### src/rtl/twm_pkg.sv
`timescale 1ns / 1ps

package twm_pkg;

	localparam int MAX_SLICES = 7;
	localparam int SLICE_W    = 3;
	localparam int DATA_W     = 32;
	localparam int WT_W       = 48;
	localparam int ACC_W      = 64;
	localparam int CFG_IDX_W  = 3;

	// Register indexes on the configuration channel.
	localparam logic [CFG_IDX_W-1:0] REG_SLICE_COUNT = 3'd0;
	// Coefficient of slice n sits at this index plus n.
	localparam logic [CFG_IDX_W-1:0] REG_COEFF_0     = 3'd1;

	localparam logic [DATA_W-1:0] ONE_Q16 = 32'h0001_0000;

	// How the back end treats a queued sample.
	typedef enum logic [1:0] {
		KIND_SKIP  = 2'd0, // contributes nothing
		KIND_UNITY = 2'd1, // root sample with zero coefficient, weight 1.0
		KIND_SELF  = 2'd2, // root sample, weight 1/coeff
		KIND_NEIGH = 2'd3  // neighbour sample, weight 1/(1/link + coeff)
	} kind_t;

	typedef struct packed {
		kind_t              kind;
		logic               neg;
		logic [DATA_W-1:0]  mag;
		logic [DATA_W-1:0]  link;
		logic [DATA_W-1:0]  coeff;
		logic               last;
	} entry_t;

endpackage

### src/rtl/twm_front.sv
`timescale 1ns / 1ps

module twm_front (
	input  logic                          clk,
	input  logic                          arst_n,
	input  logic                          cfg_valid,
	input  logic [twm_pkg::CFG_IDX_W-1:0] cfg_index,
	input  logic [twm_pkg::DATA_W-1:0]    cfg_data,
	input  logic [twm_pkg::DATA_W-1:0]    sample_value,
	input  logic [twm_pkg::DATA_W-1:0]    link_weight,
	input  logic [twm_pkg::SLICE_W-1:0]   slice_index,
	input  logic                          is_self,
	input  logic                          last_sample,
	output twm_pkg::entry_t               entry
);
	import twm_pkg::*;

	logic [SLICE_W-1:0] slice_count_q;
	logic [DATA_W-1:0]  coeff_q [MAX_SLICES];
	logic               in_window;
	logic [DATA_W-1:0]  coeff_sel;

	always_ff @(posedge clk or negedge arst_n) begin
		if (!arst_n) begin
			slice_count_q <= SLICE_W'(1);
			for (int i = 0; i < MAX_SLICES; i++) begin
				coeff_q[i] <= '0;
			end
		end else if (cfg_valid) begin
			if (cfg_index == REG_SLICE_COUNT) begin
				slice_count_q <= cfg_data[SLICE_W-1:0];
			end else begin
				coeff_q[cfg_index - REG_COEFF_0] <= cfg_data;
			end
		end
	end

	assign in_window = (slice_index < slice_count_q) && (slice_index < SLICE_W'(MAX_SLICES));
	assign coeff_sel = in_window ? coeff_q[slice_index] : '0;

	always_comb begin
		entry.neg   = sample_value[DATA_W-1];
		entry.mag   = sample_value[DATA_W-1] ? (~sample_value + DATA_W'(1)) : sample_value;
		entry.link  = link_weight;
		entry.coeff = coeff_sel;
		entry.last  = last_sample;
		if (!in_window) begin
			entry.kind = KIND_SKIP;
		end else if (is_self) begin
			entry.kind = (coeff_sel == '0) ? KIND_UNITY : KIND_SELF;
		end else if (link_weight == '0) begin
			entry.kind = KIND_SKIP;
		end else begin
			entry.kind = KIND_NEIGH;
		end
	end

endmodule

### src/rtl/twm_queue.sv
`timescale 1ns / 1ps

module twm_queue (
	input  logic            clk,
	input  logic            arst_n,
	input  logic            push,
	input  twm_pkg::entry_t push_entry,
	output logic            full,
	input  logic            pop,
	output logic            not_empty,
	output twm_pkg::entry_t head
);
	import twm_pkg::*;

	entry_t     slot_q [2];
	logic       wr_ptr_q;
	logic       rd_ptr_q;
	logic [1:0] count_q;

	assign full      = (count_q == 2'd2);
	assign not_empty = (count_q != 2'd0);
	assign head      = slot_q[rd_ptr_q];

	always_ff @(posedge clk or negedge arst_n) begin
		if (!arst_n) begin
			wr_ptr_q <= 1'b0;
			rd_ptr_q <= 1'b0;
			count_q  <= 2'd0;
		end else begin
			if (push) begin
				wr_ptr_q <= ~wr_ptr_q;
			end
			if (pop) begin
				rd_ptr_q <= ~rd_ptr_q;
			end
			if (push && !pop) begin
				count_q <= count_q + 2'd1;
			end else if (pop && !push) begin
				count_q <= count_q - 2'd1;
			end
		end
	end

	always_ff @(posedge clk) begin
		if (push) begin
			slot_q[wr_ptr_q] <= push_entry;
		end
	end

endmodule

### src/rtl/twm_back.sv
`timescale 1ns / 1ps

module twm_back (
	input  logic                       clk,
	input  logic                       arst_n,
	input  logic                       q_valid,
	input  twm_pkg::entry_t            q_head,
	output logic                       q_pop,
	output logic                       out_valid,
	input  logic                       out_ready,
	output logic [twm_pkg::DATA_W-1:0] out_mean,
	output logic                       out_error
);
	import twm_pkg::*;

	typedef enum logic [2:0] {
		ST_IDLE,
		ST_INV,
		ST_WGT,
		ST_MUL,
		ST_ACC,
		ST_MEAN,
		ST_OUT
	} state_t;

	localparam logic [ACC_W-1:0] RECIP_DVD = {1'b1, {(ACC_W-1){1'b0}}};
	localparam logic [6:0]       RECIP_STEPS = 7'd33;
	localparam logic [6:0]       MEAN_STEPS  = 7'd64;

	state_t             state_q;
	logic               neg_q;
	logic               last_q;
	logic [DATA_W-1:0]  mag_q;
	logic [DATA_W-1:0]  coeff_q;
	logic [DATA_W-1:0]  w_q;
	logic [ACC_W-1:0]   prod_q;
	logic [WT_W-1:0]    wt_total_q;
	logic [ACC_W-1:0]   wv_total_q;
	logic [WT_W:0]      rem_q;
	logic [ACC_W-1:0]   dvd_q;
	logic [WT_W-1:0]    dsr_q;
	logic [6:0]         cnt_q;
	logic [DATA_W-1:0]  res_q;
	logic               err_q;
	logic               out_valid_q;
	logic [DATA_W-1:0]  out_mean_q;
	logic               out_err_q;
	logic               out_load;

	// One restoring division step.
	logic [WT_W:0]      rem_sh;
	logic               ge;
	logic [WT_W:0]      rem_nx;
	logic [ACC_W-1:0]   dvd_nx;
	logic [32:0]        q33;
	logic [DATA_W-1:0]  w_sat;
	logic [33:0]        d_sum;

	// Accumulation.
	logic [WT_W:0]      wt_sum;
	logic [ACC_W-1:0]   p_signed;
	logic [ACC_W:0]     wv_sum;
	logic [ACC_W-1:0]   wv_next;
	logic [DATA_W-1:0]  mean_sat;

	assign rem_sh = {rem_q[WT_W-1:0], dvd_q[ACC_W-1]};
	assign ge     = rem_sh >= {1'b0, dsr_q};
	assign rem_nx = ge ? (rem_sh - {1'b0, dsr_q}) : rem_sh;
	assign dvd_nx = {dvd_q[ACC_W-2:0], ge};
	assign q33    = dvd_nx[32:0];
	assign w_sat  = q33[32] ? {DATA_W{1'b1}} : q33[DATA_W-1:0];
	assign d_sum  = {1'b0, q33} + {2'b00, coeff_q};

	assign wt_sum   = {1'b0, wt_total_q} + {{(WT_W-DATA_W+1){1'b0}}, w_q};
	assign p_signed = neg_q ? (~prod_q + ACC_W'(1)) : prod_q;
	assign wv_sum   = {wv_total_q[ACC_W-1], wv_total_q} + {p_signed[ACC_W-1], p_signed};

	always_comb begin
		if (wv_sum[ACC_W] != wv_sum[ACC_W-1]) begin
			wv_next = wv_sum[ACC_W] ? {1'b1, {(ACC_W-1){1'b0}}} : {1'b0, {(ACC_W-1){1'b1}}};
		end else begin
			wv_next = wv_sum[ACC_W-1:0];
		end
	end

	// Quotient of the mean, saturated to the signed result range.
	always_comb begin
		if (wv_total_q[ACC_W-1]) begin
			if (dvd_nx > ACC_W'(64'h8000_0000)) begin
				mean_sat = 32'h8000_0000;
			end else begin
				mean_sat = ~dvd_nx[DATA_W-1:0] + DATA_W'(1);
			end
		end else begin
			if (dvd_nx > ACC_W'(64'h7FFF_FFFF)) begin
				mean_sat = 32'h7FFF_FFFF;
			end else begin
				mean_sat = dvd_nx[DATA_W-1:0];
			end
		end
	end

	// A finished result moves to the output register once that register is free.
	assign out_load  = (state_q == ST_OUT) && (!out_valid_q || out_ready);
	assign q_pop     = (state_q == ST_IDLE) && q_valid;
	assign out_valid = out_valid_q;
	assign out_mean  = out_mean_q;
	assign out_error = out_err_q;

	always_ff @(posedge clk or negedge arst_n) begin
		if (!arst_n) begin
			state_q     <= ST_IDLE;
			out_valid_q <= 1'b0;
			out_mean_q  <= '0;
			out_err_q   <= 1'b0;
			wt_total_q  <= '0;
			wv_total_q  <= '0;
			cnt_q       <= '0;
			neg_q       <= 1'b0;
			last_q      <= 1'b0;
			mag_q       <= '0;
			coeff_q     <= '0;
			w_q         <= '0;
			prod_q      <= '0;
			rem_q       <= '0;
			dvd_q       <= '0;
			dsr_q       <= '0;
			res_q       <= '0;
			err_q       <= 1'b0;
		end else begin
			if (out_load) begin
				out_valid_q <= 1'b1;
			end else if (out_ready) begin
				out_valid_q <= 1'b0;
			end
			unique case (state_q)
				ST_IDLE: begin
					if (q_valid) begin
						neg_q   <= q_head.neg;
						mag_q   <= q_head.mag;
						coeff_q <= q_head.coeff;
						last_q  <= q_head.last;
						rem_q   <= '0;
						dvd_q   <= RECIP_DVD;
						cnt_q   <= RECIP_STEPS;
						unique case (q_head.kind)
							KIND_UNITY: begin
								w_q     <= ONE_Q16;
								state_q <= ST_MUL;
							end
							KIND_SELF: begin
								dsr_q   <= WT_W'(q_head.coeff);
								state_q <= ST_WGT;
							end
							KIND_NEIGH: begin
								dsr_q   <= WT_W'(q_head.link);
								state_q <= ST_INV;
							end
							default: begin
								// Nothing to add: go straight to the end-of-set check.
								w_q     <= '0;
								prod_q  <= '0;
								state_q <= ST_ACC;
							end
						endcase
					end
				end
				ST_INV: begin
					if (cnt_q == 7'd1) begin
						dsr_q   <= WT_W'(d_sum);
						rem_q   <= '0;
						dvd_q   <= RECIP_DVD;
						cnt_q   <= RECIP_STEPS;
						state_q <= ST_WGT;
					end else begin
						rem_q <= rem_nx;
						dvd_q <= dvd_nx;
						cnt_q <= cnt_q - 7'd1;
					end
				end
				ST_WGT: begin
					if (cnt_q == 7'd1) begin
						w_q     <= w_sat;
						state_q <= ST_MUL;
					end else begin
						rem_q <= rem_nx;
						dvd_q <= dvd_nx;
						cnt_q <= cnt_q - 7'd1;
					end
				end
				ST_MUL: begin
					prod_q  <= ACC_W'(mag_q) * ACC_W'(w_q);
					state_q <= ST_ACC;
				end
				ST_ACC: begin
					wt_total_q <= wt_sum[WT_W] ? {WT_W{1'b1}} : wt_sum[WT_W-1:0];
					wv_total_q <= wv_next;
					if (!last_q) begin
						state_q <= ST_IDLE;
					end else if (wt_sum == '0) begin
						res_q   <= '0;
						err_q   <= 1'b1;
						state_q <= ST_OUT;
					end else begin
						dsr_q   <= wt_sum[WT_W] ? {WT_W{1'b1}} : wt_sum[WT_W-1:0];
						state_q <= ST_MEAN;
					end
					// The mean divider starts on the updated totals in the next cycle.
					rem_q <= '0;
					cnt_q <= MEAN_STEPS;
				end
				ST_MEAN: begin
					if (cnt_q == 7'd1) begin
						res_q   <= mean_sat;
						err_q   <= 1'b0;
						state_q <= ST_OUT;
					end else begin
						rem_q <= rem_nx;
						dvd_q <= dvd_nx;
						cnt_q <= cnt_q - 7'd1;
					end
				end
				ST_OUT: begin
					if (out_load) begin
						out_mean_q <= res_q;
						out_err_q  <= err_q;
						wt_total_q <= '0;
						wv_total_q <= '0;
						state_q    <= ST_IDLE;
					end
				end
				default: begin
					state_q <= ST_IDLE;
				end
			endcase
			// Load the dividend for the mean as the totals settle.
			if (state_q == ST_ACC) begin
				dvd_q <= wv_next[ACC_W-1] ? (~wv_next + ACC_W'(1)) : wv_next;
			end
		end
	end

endmodule

### src/rtl/time_vertex_weighted_mean.sv
`timescale 1ns / 1ps

// Weighted mean over a root vertex and its neighbours across a window of time slices.
// Samples enter one word at a time on the s_axis channel; tlast marks the final
// sample of a root's set and tuser marks a sample of the root itself.
// Slice count and seven slice coefficients are written on the always-ready cfg channel;
// the user must do so only while the block is idle: the block itself does not enforce it.
// One result word leaves on m_axis per set, on its last sample: the mean in tdata
// and the zero-weight error flag in tuser.
// A front end classifies each sample and selects its coefficient; a two-entry queue
// parts it from the back end, which owns one shared restoring divider (one quotient
// bit a cycle), a 32 by 32 multiplier and the two accumulators.
// In the back end a skipped sample passes the idle and accumulate states; a root
// sample with zero coefficient adds the multiply state, a root sample a division for
// its weight, a neighbour sample a further division for the inverse link; the last
// sample of a set adds the mean division (none for zero total weight) and the hand-over.
// Reset clears the queue, the accumulators and the output, and sets slice count
// to 1 with all coefficients zero. When the receiver stalls, the result is held in
// the output register, the back end waits, and the queue fills before s_axis_tready
// drops.
module time_vertex_weighted_mean (
	input  logic                          clk,
	input  logic                          arst_n,
	input  logic                          s_axis_tvalid,
	output logic                          s_axis_tready,
	// [31:0] sample_value, [63:32] link_weight, [66:64] slice_index, rest zero
	input  logic [71:0]                   s_axis_tdata,
	// [0] is_self
	input  logic                          s_axis_tuser,
	input  logic                          s_axis_tlast,
	output logic                          m_axis_tvalid,
	input  logic                          m_axis_tready,
	// [31:0] mean_value
	output logic [31:0]                   m_axis_tdata,
	// [0] zero_weight_error
	output logic                          m_axis_tuser,
	input  logic                          cfg_valid,
	output logic                          cfg_ready,
	input  logic [twm_pkg::CFG_IDX_W-1:0] cfg_index,
	input  logic [twm_pkg::DATA_W-1:0]    cfg_data
);
	import twm_pkg::*;

	entry_t entry;
	entry_t head;
	logic   q_full;
	logic   q_valid;
	logic   q_pop;
	logic   push;

	assign cfg_ready     = 1'b1;
	assign s_axis_tready = !q_full;
	assign push          = s_axis_tvalid && !q_full;

	twm_front u_front (
		.clk          (clk),
		.arst_n       (arst_n),
		.cfg_valid    (cfg_valid),
		.cfg_index    (cfg_index),
		.cfg_data     (cfg_data),
		.sample_value (s_axis_tdata[31:0]),
		.link_weight  (s_axis_tdata[63:32]),
		.slice_index  (s_axis_tdata[66:64]),
		.is_self      (s_axis_tuser),
		.last_sample  (s_axis_tlast),
		.entry        (entry)
	);

	twm_queue u_queue (
		.clk        (clk),
		.arst_n     (arst_n),
		.push       (push),
		.push_entry (entry),
		.full       (q_full),
		.pop        (q_pop),
		.not_empty  (q_valid),
		.head       (head)
	);

	twm_back u_back (
		.clk       (clk),
		.arst_n    (arst_n),
		.q_valid   (q_valid),
		.q_head    (head),
		.q_pop     (q_pop),
		.out_valid (m_axis_tvalid),
		.out_ready (m_axis_tready),
		.out_mean  (m_axis_tdata),
		.out_error (m_axis_tuser)
	);

endmodule
### config.mk
export PLATFORM = sky130hd
export DESIGN_NAME = time_vertex_weighted_mean
export DESIGN_NICKNAME = d
export VERILOG_FILES = /design/src/rtl/twm_pkg.sv /design/src/rtl/twm_front.sv /design/src/rtl/twm_queue.sv /design/src/rtl/twm_back.sv /design/src/rtl/time_vertex_weighted_mean.sv
export SDC_FILE = /design/constraint.sdc
export NUM_CORES = 2
export LEC_CHECK = 0
export BUFFER_PORTS_ARGS = -buffer_cell sky130_fd_sc_hd__buf_2
export CORE_MARGIN = 5
export CORE_UTILIZATION = 35
export DETAILED_ROUTE_END_ITERATION = 8
export MAX_ROUTING_LAYER = met4
export PLACE_DENSITY_LB_ADDON = 0.12
export SETUP_SLACK_MARGIN = 0.3
export SYNTH_ARGS = -nofsm -noshare
export SYNTH_HDL_FRONTEND = slang
export SYNTH_SLANG_ARGS = --single-unit
### constraint.sdc
create_clock -name clk -period 11.5 [get_ports clk]
set_input_delay 1.725 -clock clk [delete_from_list [all_inputs] [get_ports clk]]
set_output_delay 1.725 -clock clk [all_outputs]
set_load 0.02 [all_outputs]
# [Word level (Yosys, flattened, before mapping)]
# Memory sizes are Yosys's and may differ from the RTL's.
# Index checks and enable logic that the tools add are counted.
[op_classes] n_addsub=12 mul=1 order_cmp=8 eq_ne=26 n_mux=75 bitwise_logic=9 n_reduce_logical=41
[op_table] cell="$mux 64" n=11
[op_table] cell="$mux 48" n=10
[op_table] cell="$mux 32" n=14
[op_table] cell="$pmux 64 s2" n=2
[op_table] cell="$bwmux 224" n=1
[op_table] cell="$pmux 32 s2" n=3
[op_table] cell="$pmux 48 s2" n=2
[op_table] cell="$pmux 48 s4" n=1
[op_table] cell="$pmux 64 s3" n=1
[op_table] cell="$pmux 48 s3" n=1
[op_table] cell="$add 64x1->64 const B" n=2
[op_table] cell="$not 64->64" n=2
[op_table] cell="$bmux 32 s3" n=1
[op_table] cell="$demux 32 s3" n=1
[op_table] cell="$add 64x64->65" n=1
[op_table] cell="$add 32x1->32 const B" n=2
[op_table] cell="$gt 64x31->1 const B" n=1
[op_table] cell="$gt 64x32->1 const B" n=1
[op_table] cell="$logic_not 32->1" n=2
[op_table] cell="$mul 32x32->64" n=1
[op_table] cell="$not 32->32" n=2
[op_table] cell="$add 48x32->49" n=1
[op_table] cell="$ge 49x48->1" n=1
[op_table] cell="$logic_not 49->1" n=1
[op_table] cell="45 further kinds" n=107
[word_totals] regBits=742 mem_bits_rw=200 inputBits=114 out_inout_bits=36 mem_count=1
[memory_table] memory="u_queue.slot_q" words=2 width=100 rd=1 rd_clocked_by_memory_dff=0 write_ports=1 line_no="twm_queue.sv:15" rtl="entry_t slot_q [2];"

# [Depth between registers and ports, before layout]
[logic_depth] word_depth=10 depth_mapped=33

# [Cells and area by module]
# Synthesis repeated with hierarchy kept, for this count alone.
[hier_totals] cells_unflattened=9567 area_unflattened_um2=90659.4
[modules_own_cells] module="twm_back" instances=1 cells_each=8328 area_per_inst_um2=71237.1 seq_area_each_um2=12787.3
[modules_own_cells] module="twm_front" instances=1 cells_each=908 area_per_inst_um2=11546.1 seq_area_each_um2=5681.7
[modules_own_cells] module="twm_queue" instances=1 cells_each=327 area_per_inst_um2=7855.0 seq_area_each_um2=6105.9
[modules_own_cells] module="time_vertex_weighted_mean" instances=1 cells_each=4 area_per_inst_um2=21.3 seq_area_each_um2=0.0

# [Worst setup path after synthesis]
# No wires, ideal clock.
[synth_timing] path_type="reg2reg" startpoint="reg u_back.prod_q[12]" endpoint="reg u_back.dvd_q[58]" arrival_time_ns=7.937 required_time_ns=11.373 setup_slack_ns=3.436 stages_incl_launch_ff=33 n_path_buf=5 synth_period_minus_slack_ns=8.064 path_cell_list="dfrtp_1 -> or4_1 -> nor4_1 -> nand2b_1 -> nor4b_2 -> nand4_1 -> or4_1 -> nor2b_1 -> nand3_1 -> or4_1 -> o31ai_1 -> xnor2_1 -> ha_1 -> clkbuf_1 -> nand4_1 -> or2_1 -> nor3_1 -> nand2_1 -> a211oi_1 -> or2_0 -> clkbuf_1 -> nand2_1 -> o22a_1 -> clkbuf_1 -> clkbuf_1 -> a21oi_1 -> ha_1 -> clkbuf_1 -> o221ai_1 -> or3_1 -> nor4_1 -> mux2i_1 -> nand3_1"
[synth_via] elab_chain_cells=10
[synth_rtl] element="start: declaration" line_no="twm_back.sv:36" rtl="logic [ACC_W-1:0] prod_q;"
[synth_rtl] element="start signal: assignment" line_no="twm_back.sv:192" rtl="prod_q <= ACC_W'(mag_q) * ACC_W'(w_q);"
[synth_rtl] element="$not 64->64" line_no="twm_back.sv:75" rtl="assign p_signed = neg_q ? (~prod_q + ACC_W'(1)) : prod_q;"
[synth_rtl] element="$add 64x1->64" line_no="twm_back.sv:75"
[synth_rtl] element="$mux 64 *" line_no="twm_back.sv:75"
[synth_rtl] element="$add 64x64->65 *" line_no="twm_back.sv:76" rtl="assign wv_sum = {wv_total_q[ACC_W-1], wv_total_q} + {p_signed[ACC_W-1], p_signed};"
[synth_rtl] element="$mux 64 or $ne 1x1->1 (tied branches)" line_no="twm_back.sv:80, twm_back.sv:79"
[synth_rtl] element="$mux 64 *" line_no="twm_back.sv:79" rtl="if (wv_sum[ACC_W] != wv_sum[ACC_W-1]) begin"
[synth_rtl] element="$not 64->64" line_no="twm_back.sv:238" rtl="dvd_q <= wv_next[ACC_W-1] ? (~wv_next + ACC_W'(1)) : wv_next;"
[synth_rtl] element="$add 64x1->64" line_no="twm_back.sv:238"
[synth_rtl] element="$mux 64 *" line_no="twm_back.sv:238"
[synth_rtl] element="$mux 64 *" line_no="twm_back.sv:237" rtl="if (state_q == ST_ACC) begin"
[synth_rtl] element="end signal: assignment" line_no="twm_back.sv:187" rtl="dvd_q <= dvd_nx;"
[synth_rtl] element="end signal: assignment" line_no="twm_back.sv:219" rtl="dvd_q <= dvd_nx;"
[synth_rtl] element="end signal: assignment" line_no="twm_back.sv:238"
[synth_rtl] element="end: declaration" line_no="twm_back.sv:40" rtl="logic [ACC_W-1:0] dvd_q;"
# Every way passes the cells marked *; elsewhere a longest branch is shown, timed or not.
# A chain may end at the register's enable or synchronous reset.

# [Worst setup path in the final report]
[layout_timing] startpoint="reg u_back.prod_q[12]" endpoint="reg u_back.dvd_q[60]"
# Same word-level chain as after synthesis.

==> results <==
- TritonCTS built the clock tree.
- 150 I/O pins were placed.
- The clock root buffer is sky130_fd_sc_hd__clkbuf_16.
- The total grt overflow is 0.
- The layer flagged by global routing as most heavily used is met2.
- Of all nets on the critical path, the largest fanout is 11.
- The proportion of register bits with asynchronous set or reset after synthesis is 0.788.
- The run finished with clean final reports.
- The source-to-sink clock delay at the later pin of the worst-skew pair is between 0.7 and 0.8 ns.
- The initial cell density of the core is 0.351.
- In the global route stage, met3 resource usage came out at 0.0182.
- Setup violations remaining at the end of the flow were counted as 0.
- After detailed routing, the average wire length per cell comes to approximately 22 um.
- The half-perimeter wire length of the detailed placement result is between 200000 and 250000 um.
- The most frequent cell after synthesis is sky130_fd_sc_hd__nand2_1.
- TritonCTS created 108 clock buffers.
- The synthesized area is about 89000 um2.
- STA classifies the critical path startpoint as a flop.
- The tree built by TritonCTS fans out to approximately 940 sinks.
- The number of global-route vias before repair came to 70512.
- The synthesis warning total is 0.
- The detailed router placed between 60000 and 70000 vias in this run.
- The global routing usage summed across all routing layers is 0.220.
- The clock arrives with between 0.07 and 0.08 ns of skew.
- The height of the die is roughly 500 um.
- Setup repair after global routing left no endpoint under its margin.
- In the synthesized netlist, the number of instances is about 9500.
- The clock-pin slew of the registers on the worst-case setup and hold paths is roughly 0.060 ns.
- In this run the tool buffered the top-level ports with 143 buffer cells.
- STA puts the critical path data required time at approximately 12 ns.
- After floorplanning, the core was sized to cover between 200000 and 300000 um2.
- The worst hold-check path type is flop to flop.
- The number of synthesized flops with an enable pin is 200.
- The total setup buffers inserted after CTS is 0.
- The minimum clock period is between 10 and 15 ns.
- The number of hold violations in the final report is 0.
- The kind of end point of the critical path is a flop.
- The mean number of vias per cell is around 5.4.
- The fraction of the cycle the final worst path needs is 0.900.
- Hold repair after CTS inserted 0 buffers.
- The wire length of the first global-routing pass is 442000 um.
- For this block, the initial DRC count from the detailed router was about 4900.
- Sorting the synthesized cells by how often they occur yields 1073 x sky130_fd_sc_hd__nand2_1, 1072 x sky130_fd_sc_hd__inv_1, 900 x sky130_fd_sc_hd__fa_1.
- At the pin with the least slew margin, the transition time is 1.23 ns.
- By area the synthesized netlist is led by sky130_fd_sc_hd__dfrtp_1 21%, sky130_fd_sc_hd__fa_1 20%, sky130_fd_sc_hd__edfxtp_1 6.7%.
- The pin count of the biggest net entering global routing is 149.
- After floorplanning, the core was divided into 185 placement rows.
- The number of pins exceeding their max-slew limit in the final report is 0.
- In the final timing run, aggregate negative setup slack is 0 ns.
- The count of instances resized after the clock tree is built is 0.
- The overall die area is 265000 um2.
- In this run the horizontal extent of the chip is a little over 500 um.
- For the worst setup path, the data arrival time is approximately 11 ns.
- The global-route met1 utilization is 0.292.
- For this run, global-route usage on met2 was measured as 0.367.
- After synthesis the netlist holds a flip-flop and latch count of 942.
- The overall routed net length is 285000 um.
- The number of nets in the layout is 10842.
- The total of max-cap violations is 0.
- The max-slew headroom at the worst pin is 0.178.
- The class of the most critical setup path is flop to flop.
- The synthesized area per cell is around 9.4 um2.
- The placer congestion estimate is just under 0.9.
- The main flop type after synthesis is sky130_fd_sc_hd__dfrtp_1.
- The register area share after synthesis is 0.275.
- For this run, design rule violations remaining after detail routing come to 0.
- The synthesized net count is roughly 11000.
- Of all cell types, the one taking the most synthesized area is sky130_fd_sc_hd__dfrtp_1.
- The initial antenna violation count was 11.
- The number of library cell types mapped by synthesis is 111.
- The area share of the largest cell type after synthesis is 0.208.
- For this run, the detailed router's first-pass iteration total came to 5.
- The highest clock rate is 0.0966 GHz.
- The number of H-tree levels is 3.
- The share of final-layout standard cells stronger than drive strength 1 is 0.102.
- Relative to the synthesized area, the layout overhead comes to 9.35%.
- The number of buffers on the longest clock path is 3.
- The count of nets left with antenna violations once routing finished came out at 0.
==> state kept, by name, indices dropped and copies added (netlist names), 48 cells and up <==
name / cells
u_back.wt_total_q: 48
u_back.dvd_q: 64
u_back.wv_total_q: 64
u_back.prod_q: 64
u_queue.slot_q: 200
u_back.dsr_q: 48
u_back.rem_q: 48
u_front.coeff_q: 224
==> worst max-delay path: stages (launching register included) <==
cell	delay (ns)
sky130_fd_sc_hd__dfrtp_1	0.42
sky130_fd_sc_hd__or4_1	0.61
sky130_fd_sc_hd__nor4_1	0.34
sky130_fd_sc_hd__nand2b_1	0.16
sky130_fd_sc_hd__nor4b_2	0.66
sky130_fd_sc_hd__nand4_1	0.35
sky130_fd_sc_hd__nor4_1	0.89
sky130_fd_sc_hd__nand4_1	0.44
sky130_fd_sc_hd__or4_1	0.54
sky130_fd_sc_hd__o21ai_0	0.21
sky130_fd_sc_hd__xnor2_1	0.11
sky130_fd_sc_hd__ha_1	0.45
sky130_fd_sc_hd__nand4_1	0.19
sky130_fd_sc_hd__or2_1	0.34
sky130_fd_sc_hd__nor3_1	0.21
sky130_fd_sc_hd__nand2_1	0.11
sky130_fd_sc_hd__a211oi_1	0.68
sky130_fd_sc_hd__or2_1	0.21
sky130_fd_sc_hd__nand2_1	0.25
sky130_fd_sc_hd__o22a_1	0.48
sky130_fd_sc_hd__a21oi_1	0.33
sky130_fd_sc_hd__ha_1	0.47
sky130_fd_sc_hd__o221a_2	0.35
sky130_fd_sc_hd__nand4_1	0.30
sky130_fd_sc_hd__a2111oi_0	0.81
sky130_fd_sc_hd__o311a_1	0.25
sky130_fd_sc_hd__nand2_1	0.05
==> metrics by stage <==
step / std cells / utilization / cell area, um2 / setup slack (ns) / hold slack [ns]
floorplan: 9488 / - / 89200 / 3.44 / 0.433
detailed placement: 12629 / 0.369 / 93700 / 1.34 / 0.451
global placement: 12629 / 0.369 / 93700 / 1.40 / 0.450
CTS: 12835 / 0.384 / 97500 / 1.29 / 0.474
finish: 12844 / 0.384 / 97600 / 1.15 / 0.468
global route: 12842 / 0.384 / 97500 / 0.492 / 0.487
==> per-layer routing <==
metal  vias up  wire length, um  part of all wire
li1      31664                -                 -
met1     35207           127000              0.44
met2      1566           140000              0.49
met3       317            10900             0.038
met4         0             7480             0.026
met5         -                0                 0
==> final cells by class <==
class	count	area (um2)
Antenna cell	9	22.5
Inverter	1074	4030
Clock inverter	65	878
Sequential cell	942	24600
Multi-Input combinational cell	6908	58600
Clock buffer	141	2930
Timing Repair Buffer	339	2250
Fill cell	25448	156000
Tap cell	3366	4210
==> layout by cell type, fill, tap and decap left out, drive strengths merged, types with 170 or more instances in the layout <==
master / synthesis / final
a21o: 170 / 170
a21oi: 540 / 540
and2: 630 / 630
buf: 66 / 339
dfrtp: 741 / 741
edfxtp: 200 / 200
fa: 900 / 900
ha: 455 / 455
inv: 1072 / 1081
mux2: 280 / 280
nand2: 1073 / 1073
nor2: 506 / 506
o21ai: 442 / 442
xnor2: 230 / 230
==> cells by family (layout without fill, tap and decap cells) <==
family | Yosys count | after routing | synth area share
other | 1 | 10 | 0.0000420
AO/OA/AOI/OAI | 1832 | 1832 | 0.131
adder cells (fa/ha/maj) | 1360 | 1360 | 0.266
AND/OR/NAND/NOR | 2899 | 2899 | 0.158
multiplexers | 492 | 492 | 0.0681
XOR/XNOR | 324 | 324 | 0.0318
flip-flops | 942 | 942 | 0.275
buffers and inverters | 1638 | 1619 | 0.0693
==> path summary, 6_finish.rpt <==
path	startpoint	endpoint	slack (ns)	cells after the start
setup / recovery	u_back.prod_q[12]	u_back.dvd_q[60]	1.15	26
hold / removal	u_back.out_mean[12]	u_back.out_mean[12]	0.47	2
setup reg to reg	u_back.prod_q[12]	u_back.dvd_q[60]	1.15	26
hold reg to reg	u_back.out_mean[12]	u_back.out_mean[12]	0.47	2
max in group asynchronous	arst_n	u_front.coeff_q[86]	8.08	3
min in group asynchronous	arst_n	u_back.out_mean[6]	0.90	1
Power is left out: the tool's default activity adds up to more than one toggle a clock period on the data nets, which glitch-free logic cannot reach.
